File: config.mk
export PLATFORM = sky130hd
export DESIGN_NAME = ms_adpcm_block_decoder
export DESIGN_NICKNAME = d
export VERILOG_FILES = /design/src/rtl/msadpcm_pkg.sv /design/src/rtl/ms_adpcm_block_decoder.sv /design/src/rtl/msadpcm_ctrl.sv /design/src/rtl/msadpcm_dp.sv
export SDC_FILE = /design/constraint.sdc
export NUM_CORES = 2
export LEC_CHECK = 0
export BUFFER_PORTS_ARGS = -buffer_cell sky130_fd_sc_hd__buf_2
export CAP_MARGIN = 20
export CORE_ASPECT_RATIO = 1.5
export CORE_MARGIN = 2
export CORE_UTILIZATION = 67
export DETAILED_ROUTE_END_ITERATION = 10
export HOLD_SLACK_MARGIN = 0.12
export MAX_ROUTING_LAYER = met4
export PLACE_DENSITY = 0.84
export SYNTH_ARGS = -nofsm -noshare
export SYNTH_HDL_FRONTEND = slang
export SYNTH_SLANG_ARGS = --single-unit
File: constraint.sdc
create_clock -name clk -period 25 [get_ports clk]
set_input_delay 5 -clock clk [delete_from_list [all_inputs] [get_ports clk]]
set_output_delay 5 -clock clk [all_outputs]
set_load 0.005 [all_outputs]
File: src/rtl/msadpcm_pkg.sv
// Shared types, constants and the step adaptation table for the MS-ADPCM
// block decoder. Used by msadpcm_ctrl, msadpcm_dp and the top level.
`default_nettype none

package msadpcm_pkg;

  localparam int unsigned HDR_BYTES_PER_CH = 7;
  localparam int unsigned NUM_PRED         = 7;
  localparam logic [2:0]  MAX_PRED         = 3'd6;
  localparam logic [15:0] MIN_STEP         = 16'd16;
  localparam logic [15:0] MAX_STEP         = 16'h7fff;
  localparam logic signed [31:0] STEP_FLOOR = 32'sd4096;

  // Configuration register indexes
  localparam logic [2:0] CFG_NUM_CHANNELS = 3'd0;
  localparam logic [1:0] NCH_STEREO       = 2'd2;

  localparam logic [31:0] COEF_RESET [NUM_PRED] = '{
    32'd256, 32'd4278190592, 32'd0, 32'd4194496,
    32'd240, 32'd4281336268, 32'd4279763336
  };

  typedef struct packed {
    logic [7:0] data_byte;
    logic       block_start;
  } in_t;

  typedef struct packed {
    logic signed [15:0] pcm_sample;
    logic               channel;
    logic               last_of_item;
  } out_t;

  typedef enum logic [3:0] {
    ST_IDLE,
    ST_CLASS,
    ST_EMIT,
    ST_MUL0,
    ST_MUL1,
    ST_MUL2,
    ST_MUL3,
    ST_OUT
  } state_t;

  typedef enum logic [2:0] {
    OP_NONE,
    OP_HIST_NEW,
    OP_HIST_OLD,
    OP_STEP_CODE,
    OP_STEP_ADAPT
  } mul_op_t;

  typedef struct packed {
    logic       capture;
    logic       hdr_wr;
    mul_op_t    op;
    logic       nib;
    logic       emit_hdr;
    logic       emit_nib;
    logic [1:0] emit_idx;
  } dp_cmd_t;

  typedef struct packed {
    logic is_hdr;
    logic hdr_last;
    logic stereo;
    logic out_free;
  } dp_stat_t;

  function automatic logic [9:0] adapt_factor(input logic [3:0] code);
    logic [9:0] f;
    case (code)
      4'd4:    f = 10'd307;
      4'd5:    f = 10'd409;
      4'd6:    f = 10'd512;
      4'd7:    f = 10'd614;
      4'd8:    f = 10'd768;
      4'd9:    f = 10'd614;
      4'd10:   f = 10'd512;
      4'd11:   f = 10'd409;
      4'd12:   f = 10'd307;
      default: f = 10'd230;
    endcase
    return f;
  endfunction

endpackage

`default_nettype wire

File: src/rtl/ms_adpcm_block_decoder.sv
// MS-ADPCM block decoder, one compressed byte per input request. Header
// bytes pass through the idle and class states; the last header byte then
// emits 2 (mono) or 4 (stereo) samples, one per cycle unless the output
// stalls. A data byte passes the same states, then each nibble runs four
// steps through a single shared 16x16 multiplier (two history products,
// step times code, step adaptation) and hands its sample to the output
// register, waiting through output stalls. The output register lets a new
// byte be accepted while the last sample still waits. Configuration writes
// are always ready. Depends on msadpcm_pkg, msadpcm_ctrl and msadpcm_dp.
`default_nettype none

module ms_adpcm_block_decoder (
  input  wire logic              clk,
  input  wire logic              rst_n,
  input  wire logic              in_valid,
  output logic                   in_stall,
  input  wire msadpcm_pkg::in_t  in_data,
  output logic                   out_valid,
  input  wire logic              out_stall,
  output msadpcm_pkg::out_t      out_data,
  input  wire logic              cfg_valid,
  output logic                   cfg_ready,
  input  wire logic [2:0]        cfg_index,
  input  wire logic [31:0]       cfg_wdata
);

  msadpcm_pkg::dp_cmd_t  cmd;
  msadpcm_pkg::dp_stat_t stat;

  assign cfg_ready = 1'b1;

  msadpcm_ctrl u_ctrl (
    .clk      (clk),
    .rst_n    (rst_n),
    .in_valid (in_valid),
    .in_stall (in_stall),
    .stat     (stat),
    .cmd      (cmd)
  );

  msadpcm_dp u_dp (
    .clk       (clk),
    .rst_n     (rst_n),
    .in_data   (in_data),
    .cfg_valid (cfg_valid & cfg_ready),
    .cfg_index (cfg_index),
    .cfg_wdata (cfg_wdata),
    .cmd       (cmd),
    .stat      (stat),
    .out_valid (out_valid),
    .out_stall (out_stall),
    .out_data  (out_data)
  );

endmodule

`default_nettype wire

File: src/rtl/msadpcm_ctrl.sv
// Sequencer of the MS-ADPCM block decoder: input request handshake,
// header emission count and the four multiply steps per nibble.
// Depends on msadpcm_pkg.
`default_nettype none

module msadpcm_ctrl (
  input  wire logic                 clk,
  input  wire logic                 rst_n,
  input  wire logic                 in_valid,
  output logic                      in_stall,
  input  wire msadpcm_pkg::dp_stat_t stat,
  output msadpcm_pkg::dp_cmd_t      cmd
);

  msadpcm_pkg::state_t state_r, state_nxt;
  logic [1:0] cnt_r, cnt_nxt;
  logic       nib_r, nib_nxt;
  logic [1:0] last_idx;

  assign last_idx = stat.stereo ? 2'd3 : 2'd1;

  always_ff @(posedge clk) begin
    if (!rst_n) begin
      state_r <= msadpcm_pkg::ST_IDLE;
      cnt_r   <= 2'd0;
      nib_r   <= 1'b0;
    end else begin
      state_r <= state_nxt;
      cnt_r   <= cnt_nxt;
      nib_r   <= nib_nxt;
    end
  end

  // next state
  always_comb begin
    state_nxt = state_r;
    cnt_nxt   = cnt_r;
    nib_nxt   = nib_r;
    case (state_r)
      msadpcm_pkg::ST_IDLE: begin
        if (in_valid) state_nxt = msadpcm_pkg::ST_CLASS;
      end
      msadpcm_pkg::ST_CLASS: begin
        if (stat.is_hdr) begin
          cnt_nxt   = 2'd0;
          state_nxt = stat.hdr_last ? msadpcm_pkg::ST_EMIT : msadpcm_pkg::ST_IDLE;
        end else begin
          nib_nxt   = 1'b0;
          state_nxt = msadpcm_pkg::ST_MUL0;
        end
      end
      msadpcm_pkg::ST_EMIT: begin
        if (stat.out_free) begin
          if (cnt_r == last_idx) state_nxt = msadpcm_pkg::ST_IDLE;
          else cnt_nxt = cnt_r + 2'd1;
        end
      end
      msadpcm_pkg::ST_MUL0: state_nxt = msadpcm_pkg::ST_MUL1;
      msadpcm_pkg::ST_MUL1: state_nxt = msadpcm_pkg::ST_MUL2;
      msadpcm_pkg::ST_MUL2: state_nxt = msadpcm_pkg::ST_MUL3;
      msadpcm_pkg::ST_MUL3: state_nxt = msadpcm_pkg::ST_OUT;
      msadpcm_pkg::ST_OUT: begin
        if (stat.out_free) begin
          if (nib_r) begin
            state_nxt = msadpcm_pkg::ST_IDLE;
          end else begin
            nib_nxt   = 1'b1;
            state_nxt = msadpcm_pkg::ST_MUL0;
          end
        end
      end
      default: state_nxt = msadpcm_pkg::ST_IDLE;
    endcase
  end

  // outputs
  always_comb begin
    cmd          = '0;
    cmd.op       = msadpcm_pkg::OP_NONE;
    cmd.nib      = nib_r;
    cmd.emit_idx = cnt_r;
    in_stall     = 1'b1;
    case (state_r)
      msadpcm_pkg::ST_IDLE: begin
        in_stall    = 1'b0;
        cmd.capture = in_valid;
      end
      msadpcm_pkg::ST_CLASS: cmd.hdr_wr   = stat.is_hdr;
      msadpcm_pkg::ST_EMIT:  cmd.emit_hdr = stat.out_free;
      msadpcm_pkg::ST_MUL0:  cmd.op       = msadpcm_pkg::OP_HIST_NEW;
      msadpcm_pkg::ST_MUL1:  cmd.op       = msadpcm_pkg::OP_HIST_OLD;
      msadpcm_pkg::ST_MUL2:  cmd.op       = msadpcm_pkg::OP_STEP_CODE;
      msadpcm_pkg::ST_MUL3:  cmd.op       = msadpcm_pkg::OP_STEP_ADAPT;
      msadpcm_pkg::ST_OUT:   cmd.emit_nib = stat.out_free;
      default: ;
    endcase
  end

  assert property (@(posedge clk) disable iff (!rst_n)
    (cmd.emit_hdr || cmd.emit_nib) |-> stat.out_free)
    else $error("result loaded while output register is occupied");

  assert property (@(posedge clk) disable iff (!rst_n)
    state_r == msadpcm_pkg::ST_MUL3 |=> state_r == msadpcm_pkg::ST_OUT)
    else $error("nibble result not presented after last multiply step");

  assert property (@(posedge clk) disable iff (!rst_n)
    state_r == msadpcm_pkg::ST_EMIT |-> cnt_r <= last_idx)
    else $error("header emit count past channel range");

  assert property (@(posedge clk) disable iff (!rst_n)
    $rose(nib_r) |-> $past(state_r) == msadpcm_pkg::ST_OUT)
    else $error("second nibble started before first result was handed off");

endmodule

`default_nettype wire

File: src/rtl/msadpcm_dp.sv
// Datapath of the MS-ADPCM block decoder: configuration registers, channel
// state, shared 16x16 multiplier, prediction clamp and output register.
// Depends on msadpcm_pkg; driven by msadpcm_ctrl.
`default_nettype none

module msadpcm_dp (
  input  wire logic                 clk,
  input  wire logic                 rst_n,
  input  wire msadpcm_pkg::in_t     in_data,
  input  wire logic                 cfg_valid,
  input  wire logic [2:0]           cfg_index,
  input  wire logic [31:0]          cfg_wdata,
  input  wire msadpcm_pkg::dp_cmd_t cmd,
  output msadpcm_pkg::dp_stat_t     stat,
  output logic                      out_valid,
  input  wire logic                 out_stall,
  output msadpcm_pkg::out_t         out_data
);

  logic [1:0]  nch_r;
  logic [31:0] coef_r [msadpcm_pkg::NUM_PRED];

  logic [3:0]  pos_r;
  logic [2:0]  pidx_r  [2];
  logic [15:0] step_r  [2];
  logic [15:0] newer_r [2];
  logic [15:0] older_r [2];

  logic [7:0]  byte_r;
  logic        start_r;
  logic signed [32:0] acc_r;
  logic signed [20:0] stsc_r;
  logic [15:0] smp_r;

  logic              out_valid_r;
  msadpcm_pkg::out_t out_data_r;

  // control decode
  logic        stereo;
  logic [3:0]  hlen, nchv, pos_eff, hr;
  logic [1:0]  grp;
  logic        hch, hhi;
  logic [2:0]  psat;
  logic        ch;
  logic [3:0]  code;
  logic [31:0] coef;
  logic        out_free;

  // arithmetic
  logic signed [15:0] mul_a, mul_b;
  logic signed [31:0] mul_p;
  logic signed [24:0] pred_base;
  logic signed [25:0] pred_sum;
  logic [15:0]        pred_sat, step_new;

  // header emission
  logic        e_new, e_ch, e_last;
  logic [15:0] e_smp;

  always_comb begin
    stereo  = (nch_r == msadpcm_pkg::NCH_STEREO);
    hlen    = stereo ? 4'(2 * msadpcm_pkg::HDR_BYTES_PER_CH)
                     : 4'(msadpcm_pkg::HDR_BYTES_PER_CH);
    nchv    = stereo ? 4'd2 : 4'd1;
    pos_eff = start_r ? 4'd0 : pos_r;
    hr      = pos_eff - nchv;
    grp     = stereo ? hr[3:2] : hr[2:1];
    hch     = stereo & hr[1];
    hhi     = hr[0];
    psat    = (byte_r > {5'd0, msadpcm_pkg::MAX_PRED}) ? msadpcm_pkg::MAX_PRED
                                                       : byte_r[2:0];
    ch      = cmd.nib & stereo;
    code    = cmd.nib ? byte_r[3:0] : byte_r[7:4];
    coef    = coef_r[pidx_r[ch]];
    out_free = !out_valid_r || !out_stall;

    stat.is_hdr   = pos_eff < hlen;
    stat.hdr_last = ({1'b0, pos_eff} + 5'd1) == {1'b0, hlen};
    stat.stereo   = stereo;
    stat.out_free = out_free;
  end

  // shared multiplier operand select
  always_comb begin
    case (cmd.op)
      msadpcm_pkg::OP_HIST_NEW: begin
        mul_a = newer_r[ch];
        mul_b = coef[15:0];
      end
      msadpcm_pkg::OP_HIST_OLD: begin
        mul_a = older_r[ch];
        mul_b = coef[31:16];
      end
      msadpcm_pkg::OP_STEP_CODE: begin
        mul_a = step_r[ch];
        mul_b = {{12{code[3]}}, code};
      end
      msadpcm_pkg::OP_STEP_ADAPT: begin
        mul_a = step_r[ch];
        mul_b = {6'd0, msadpcm_pkg::adapt_factor(code)};
      end
      default: begin
        mul_a = '0;
        mul_b = '0;
      end
    endcase
    mul_p = mul_a * mul_b;
  end

  always_comb begin
    // floor division by 256 of the history sum
    pred_base = acc_r[32:8];
    pred_sum  = {pred_base[24], pred_base} + {{5{stsc_r[20]}}, stsc_r};
    if (pred_sum > 26'sd32767)       pred_sat = 16'h7fff;
    else if (pred_sum < -26'sd32768) pred_sat = 16'h8000;
    else                             pred_sat = pred_sum[15:0];

    if (mul_p < msadpcm_pkg::STEP_FLOOR) step_new = msadpcm_pkg::MIN_STEP;
    else if (|mul_p[30:23])              step_new = msadpcm_pkg::MAX_STEP;
    else                                 step_new = mul_p[23:8];
  end

  always_comb begin
    e_new  = stereo ? cmd.emit_idx[1] : cmd.emit_idx[0];
    e_ch   = stereo & cmd.emit_idx[0];
    e_smp  = e_new ? newer_r[e_ch] : older_r[e_ch];
    e_last = stereo ? (cmd.emit_idx == 2'd3) : (cmd.emit_idx == 2'd1);
  end

  // configuration
  always_ff @(posedge clk) begin
    if (!rst_n) begin
      nch_r <= 2'd1;
      for (int i = 0; i < msadpcm_pkg::NUM_PRED; i++) begin
        coef_r[i] <= msadpcm_pkg::COEF_RESET[i];
      end
    end else if (cfg_valid) begin
      if (cfg_index == msadpcm_pkg::CFG_NUM_CHANNELS) nch_r <= cfg_wdata[1:0];
      else coef_r[3'(cfg_index - 3'd1)] <= cfg_wdata;
    end
  end

  // channel state
  always_ff @(posedge clk) begin
    if (!rst_n) begin
      pos_r <= 4'd0;
      for (int i = 0; i < 2; i++) begin
        pidx_r[i]  <= 3'd0;
        step_r[i]  <= 16'd0;
        newer_r[i] <= 16'd0;
        older_r[i] <= 16'd0;
      end
    end else begin
      if (cmd.hdr_wr) begin
        pos_r <= pos_eff + 4'd1;
        if (pos_eff < nchv) begin
          pidx_r[pos_eff[0]] <= psat;
        end else begin
          case (grp)
            2'd0: begin
              if (hhi) step_r[hch][15:8] <= byte_r;
              else     step_r[hch][7:0]  <= byte_r;
            end
            2'd1: begin
              if (hhi) newer_r[hch][15:8] <= byte_r;
              else     newer_r[hch][7:0]  <= byte_r;
            end
            default: begin
              if (hhi) older_r[hch][15:8] <= byte_r;
              else     older_r[hch][7:0]  <= byte_r;
            end
          endcase
        end
      end
      if (cmd.op == msadpcm_pkg::OP_STEP_ADAPT) begin
        step_r[ch]  <= step_new;
        older_r[ch] <= newer_r[ch];
        newer_r[ch] <= pred_sat;
      end
    end
  end

  // working registers
  always_ff @(posedge clk) begin
    if (cmd.capture) begin
      byte_r  <= in_data.data_byte;
      start_r <= in_data.block_start;
    end
    case (cmd.op)
      msadpcm_pkg::OP_HIST_NEW:   acc_r  <= {mul_p[31], mul_p};
      msadpcm_pkg::OP_HIST_OLD:   acc_r  <= acc_r + {mul_p[31], mul_p};
      msadpcm_pkg::OP_STEP_CODE:  stsc_r <= mul_p[20:0];
      msadpcm_pkg::OP_STEP_ADAPT: smp_r  <= pred_sat;
      default: ;
    endcase
  end

  // output register
  always_ff @(posedge clk) begin
    if (!rst_n) begin
      out_valid_r <= 1'b0;
    end else if (cmd.emit_hdr || cmd.emit_nib) begin
      out_valid_r <= 1'b1;
    end else if (!out_stall) begin
      out_valid_r <= 1'b0;
    end
  end

  always_ff @(posedge clk) begin
    if (cmd.emit_hdr) begin
      out_data_r.pcm_sample   <= e_smp;
      out_data_r.channel      <= e_ch;
      out_data_r.last_of_item <= e_last;
    end else if (cmd.emit_nib) begin
      out_data_r.pcm_sample   <= smp_r;
      out_data_r.channel      <= ch;
      out_data_r.last_of_item <= cmd.nib;
    end
  end

  assign out_valid = out_valid_r;
  assign out_data  = out_data_r;

endmodule

`default_nettype wire

==> flow_summary.json <==
{
  "outcome": "completed",
  "setup_tns_ns": 0,
  "wire_per_inst_um": 25.6,
  "grt_overflow": 0,
  "min_period_over_period_pct": 50.8,
  "slowest_delay_ns": 0.86,
  "finalHoldViolCount": 0,
  "cts.clk_slew.worst_paths_ns": 0.07,
  "yosys.area_share.simple_pct": 13.6,
  "crit_top_cell": "fa_1",
  "via_per_inst": 6.57,
  "ir_drop_mv": 0.0665,
  "synthAdderAreaFrac_pct": 20.8,
  "antenna_left": 0,
  "maxSlewHeadroom_pct": 16.4,
  "yosys_warnings": 0,
  "cts_htree_levels": 2,
  "grt_usage_pct": 40.2,
  "ys_ff_latch": 468,
  "routabilityCongestion": 1.01,
  "core_area_um2": 51400,
  "io_buffers": 68,
  "dr.pass1.iters": 6,
  "cp-start-kind": "flop",
  "muxShareOfSynthArea_pct": 7.49,
  "synth_common_cells": "nor2_1 (441), edfxtp_1 (423), inv_1 (402)",
  "layout.nets": 3789,
  "yosys_most_used_dff": "edfxtp_1",
  "clockBufferDepth": 3,
  "rsz0062_at_grt": "false",
  "ff2ff_path_depth": 34,
  "crit_start": "u_dp.nch_r[1]",
  "async_flop_share_pct": 0,
  "synth_top_area_share_pct": 36.5,
  "yosysUniqueCellTypes": 105,
  "cts_setup_buffers": 0,
  "yosys.area.top_type": "edfxtp_1",
  "cts_buffers": 44,
  "fp.dieW_um": 190,
  "synth_top_family_by_area": "adder cells",
  "antenna_found_initial": 4,
  "start_util_pct": 67.7,
  "clock_skew_ns": 0.0550,
  "r2r_end": "u_dp.acc_r[31]",
  "rrSetupSlack_ns": 12.30,
  "drv_cap": 0,
  "area_delta_synth_final_pct": 7.66,
  "crit_arrival_ns": 13.01,
  "cp_max_fo": 44,
  "drc": 0,
  "leakage_nw": 15.6,
  "grt_pass1_vias": 28141,
  "synthXorXnorAreaFrac_pct": 2.14,
  "grt_pass1_wl_mm": 159,
  "holdWs_ns": 0.480,
  "cp_num_buf_inv": 3,
  "drt-initial-drc-count": 2375,
  "crit_path_end": "u_dp.acc_r[31]",
  "synthTopCellsByArea": "edfxtp_1 (37%), fa_1 (15%), ha_1 (5.5%)",
  "cts_root_buf": "clkbuf_16",
  "clkLatencyLatePin_ns": 0.60,
  "criticalPathCategory": "reg -> reg",
  "synth.most_common_cell": "nor2_1",
  "cp_slowest_cell": "mux2i_4",
  "drive_above_1_share_pct": 12.4,
  "grt_start_max_net_pins": 69,
  "design.portCount": 70,
  "syn-cell-area_um2": 34800,
  "detailed_place_hpwl_mm": 75.6,
  "holdPathStages": 2,
  "die_h_um": 283,
  "fp-row-count": 102,
  "finalMaxSlewViolations": 0,
  "tightest_slew_ns": 1.25,
  "required_ns": 25.30,
  "hp-class": "reg -> reg",
  "fmax_mhz": 78.7,
  "setup_violations": 0,
  "cts_hold_buf": 0,
  "synthCells": 3277,
  "worst_setup_path_end_kind": "flop",
  "drt_wl_total_mm": 103,
  "r2r-start": "u_dp.nch_r[1]",
  "dieArea_um2": 53800,
  "synth_area_per_cell_um2": 10.6,
  "cts_tree": "built",
  "critical_path.top_delay_family": "adder cells",
  "crit_cells": 34,
  "syn_nets": 3745,
  "post-route-util_pct": 72.8,
  "synth_compound_area_share_pct": 10.6,
  "route.vias.total": 26529,
  "min_period_ns": 12.70,
  "fillCellCount": 3544,
  "ys_seq_area_share_pct": 39.1,
  "post_cts_resize_count": 0,
  "numClockSinks": 468,
  "synth-edff-count": 423,
  "cellPowerDensity_nw_per_um2": 45.5
}
-- layer usage --
| layer | GRT usage [%] | up-vias | wire, um |
|---|---|---|---|
| met5 | - | - | 0 |
| li1 | - | 11360 | - |
| met1 | 43.2 | 13038 | 33000 |
| met3 | 5.81 | 492 | 8470 |
| met4 | 28.1 | 0 | 8860 |
| met2 | 68.1 | 1639 | 52900 |
-- where the power goes --
part | leakage [nW] | total (W) | internal [W] | switching (W)
Clock | 0.718 | 0.000691 | 0.000385 | 0.000306
Combinational | 10.4 | 0.000115 | 0.0000425 | 0.0000729
Sequential | 4.46 | 0.000898 | 0.000883 | 0.0000152
-- state kept, by name, summed over array words and instances (netlist names), 2 cells and up --
signal / cells
u_dp.coef_r: 256
u_dp.acc_r: 33
u_dp.newer_r: 32
u_dp.older_r: 32
u_dp.step_r: 32
u_dp.stsc_r: 21
u_dp.out_data: 18
u_dp.smp_r: 16
u_dp.byte_r: 8
u_dp.pidx_r: 6
u_dp.pos_r: 4
u_ctrl.state_r: 3
u_ctrl.cnt_r: 2
u_dp.nch_r: 2
-- per-stage QoR --
stage          power (W)  std cells  instance area [um2]  setup slack [ns]
2_1_floorplan   0.000985       3277                34800             15.07
3_3_place_gp     0.00102       3945                35900             12.30
3_5_place_dp     0.00102       3946                35900             12.62
4_1_cts          0.00170       4027                37400             12.51
5_1_grt          0.00174       4036                37500             11.79
6_report         0.00170       4036                37500             12.30
-- cell type report --
type	count	area [um2]	share of cell area (%)
Multi-Input combinational cell	2268	19100	51.1
Sequential cell	468	13600	36.3
Inverter	405	1520	4.06
Clock buffer	52	1150	3.07
Timing Repair Buffer	134	862	2.30
Tap cell	676	846	2.26
Clock inverter	29	322	0.858
Antenna cell	4	10.0	0.0267
-- worst min path at each step --
stage,start,end
after floorplan,u_dp.coef_r[6][9],u_dp.coef_r[6][9]
after global placement,u_dp.coef_r[6][29],u_dp.coef_r[6][29]
after detailed placement,u_dp.coef_r[6][26],u_dp.coef_r[6][26]
after CTS,u_dp.coef_r[6][26],u_dp.coef_r[6][26]
after global routing,u_dp.coef_r[6][26],u_dp.coef_r[6][26]
final,u_dp.coef_r[6][26],u_dp.coef_r[6][26]
-- cell families after synthesis --
| family | after synthesis |
|---|---|
| flip-flops | 468 |
| other | 1 |
| AND/OR/NAND/NOR | 1046 |
| adder cells (fa/ha/maj) | 419 |
| XOR/XNOR | 85 |
| buffers and inverters | 541 |
| multiplexers | 157 |
| AO/OA/AOI/OAI | 560 |
-- tightest hold or removal path, stage by stage, from the launching register on --
cell and delay (ns):
dfxtp_1 0.32, nand2_1 0.05, o211ai_1 0.07
-- layout by cell type, fill, tap and decap left out, types with 27 or more instances in the layout --
master / netlist / layout
buf_4: 5 / 60
nor3_1: 44 / 40
inv_1: 402 / 402
mux4_2: 80 / 80
nand2b_1: 33 / 33
nand2_1: 293 / 292
and2_1: 42 / 42
xnor2_1: 56 / 56
o211ai_1: 27 / 27
edfxtp_1: 423 / 423
xor2_1: 29 / 29
a21oi_1: 159 / 158
clkbuf_16: 0 / 44
fa_1: 266 / 266
ha_1: 153 / 153
a211oi_1: 31 / 31
dfxtp_1: 45 / 45
nor2_1: 441 / 439
or2_2: 48 / 48
mux2i_1: 55 / 53
o21ai_0: 113 / 110
a21o_1: 49 / 49
buf_2: 19 / 68
nor2b_1: 30 / 30
Power figures use the tool's default switching activity.
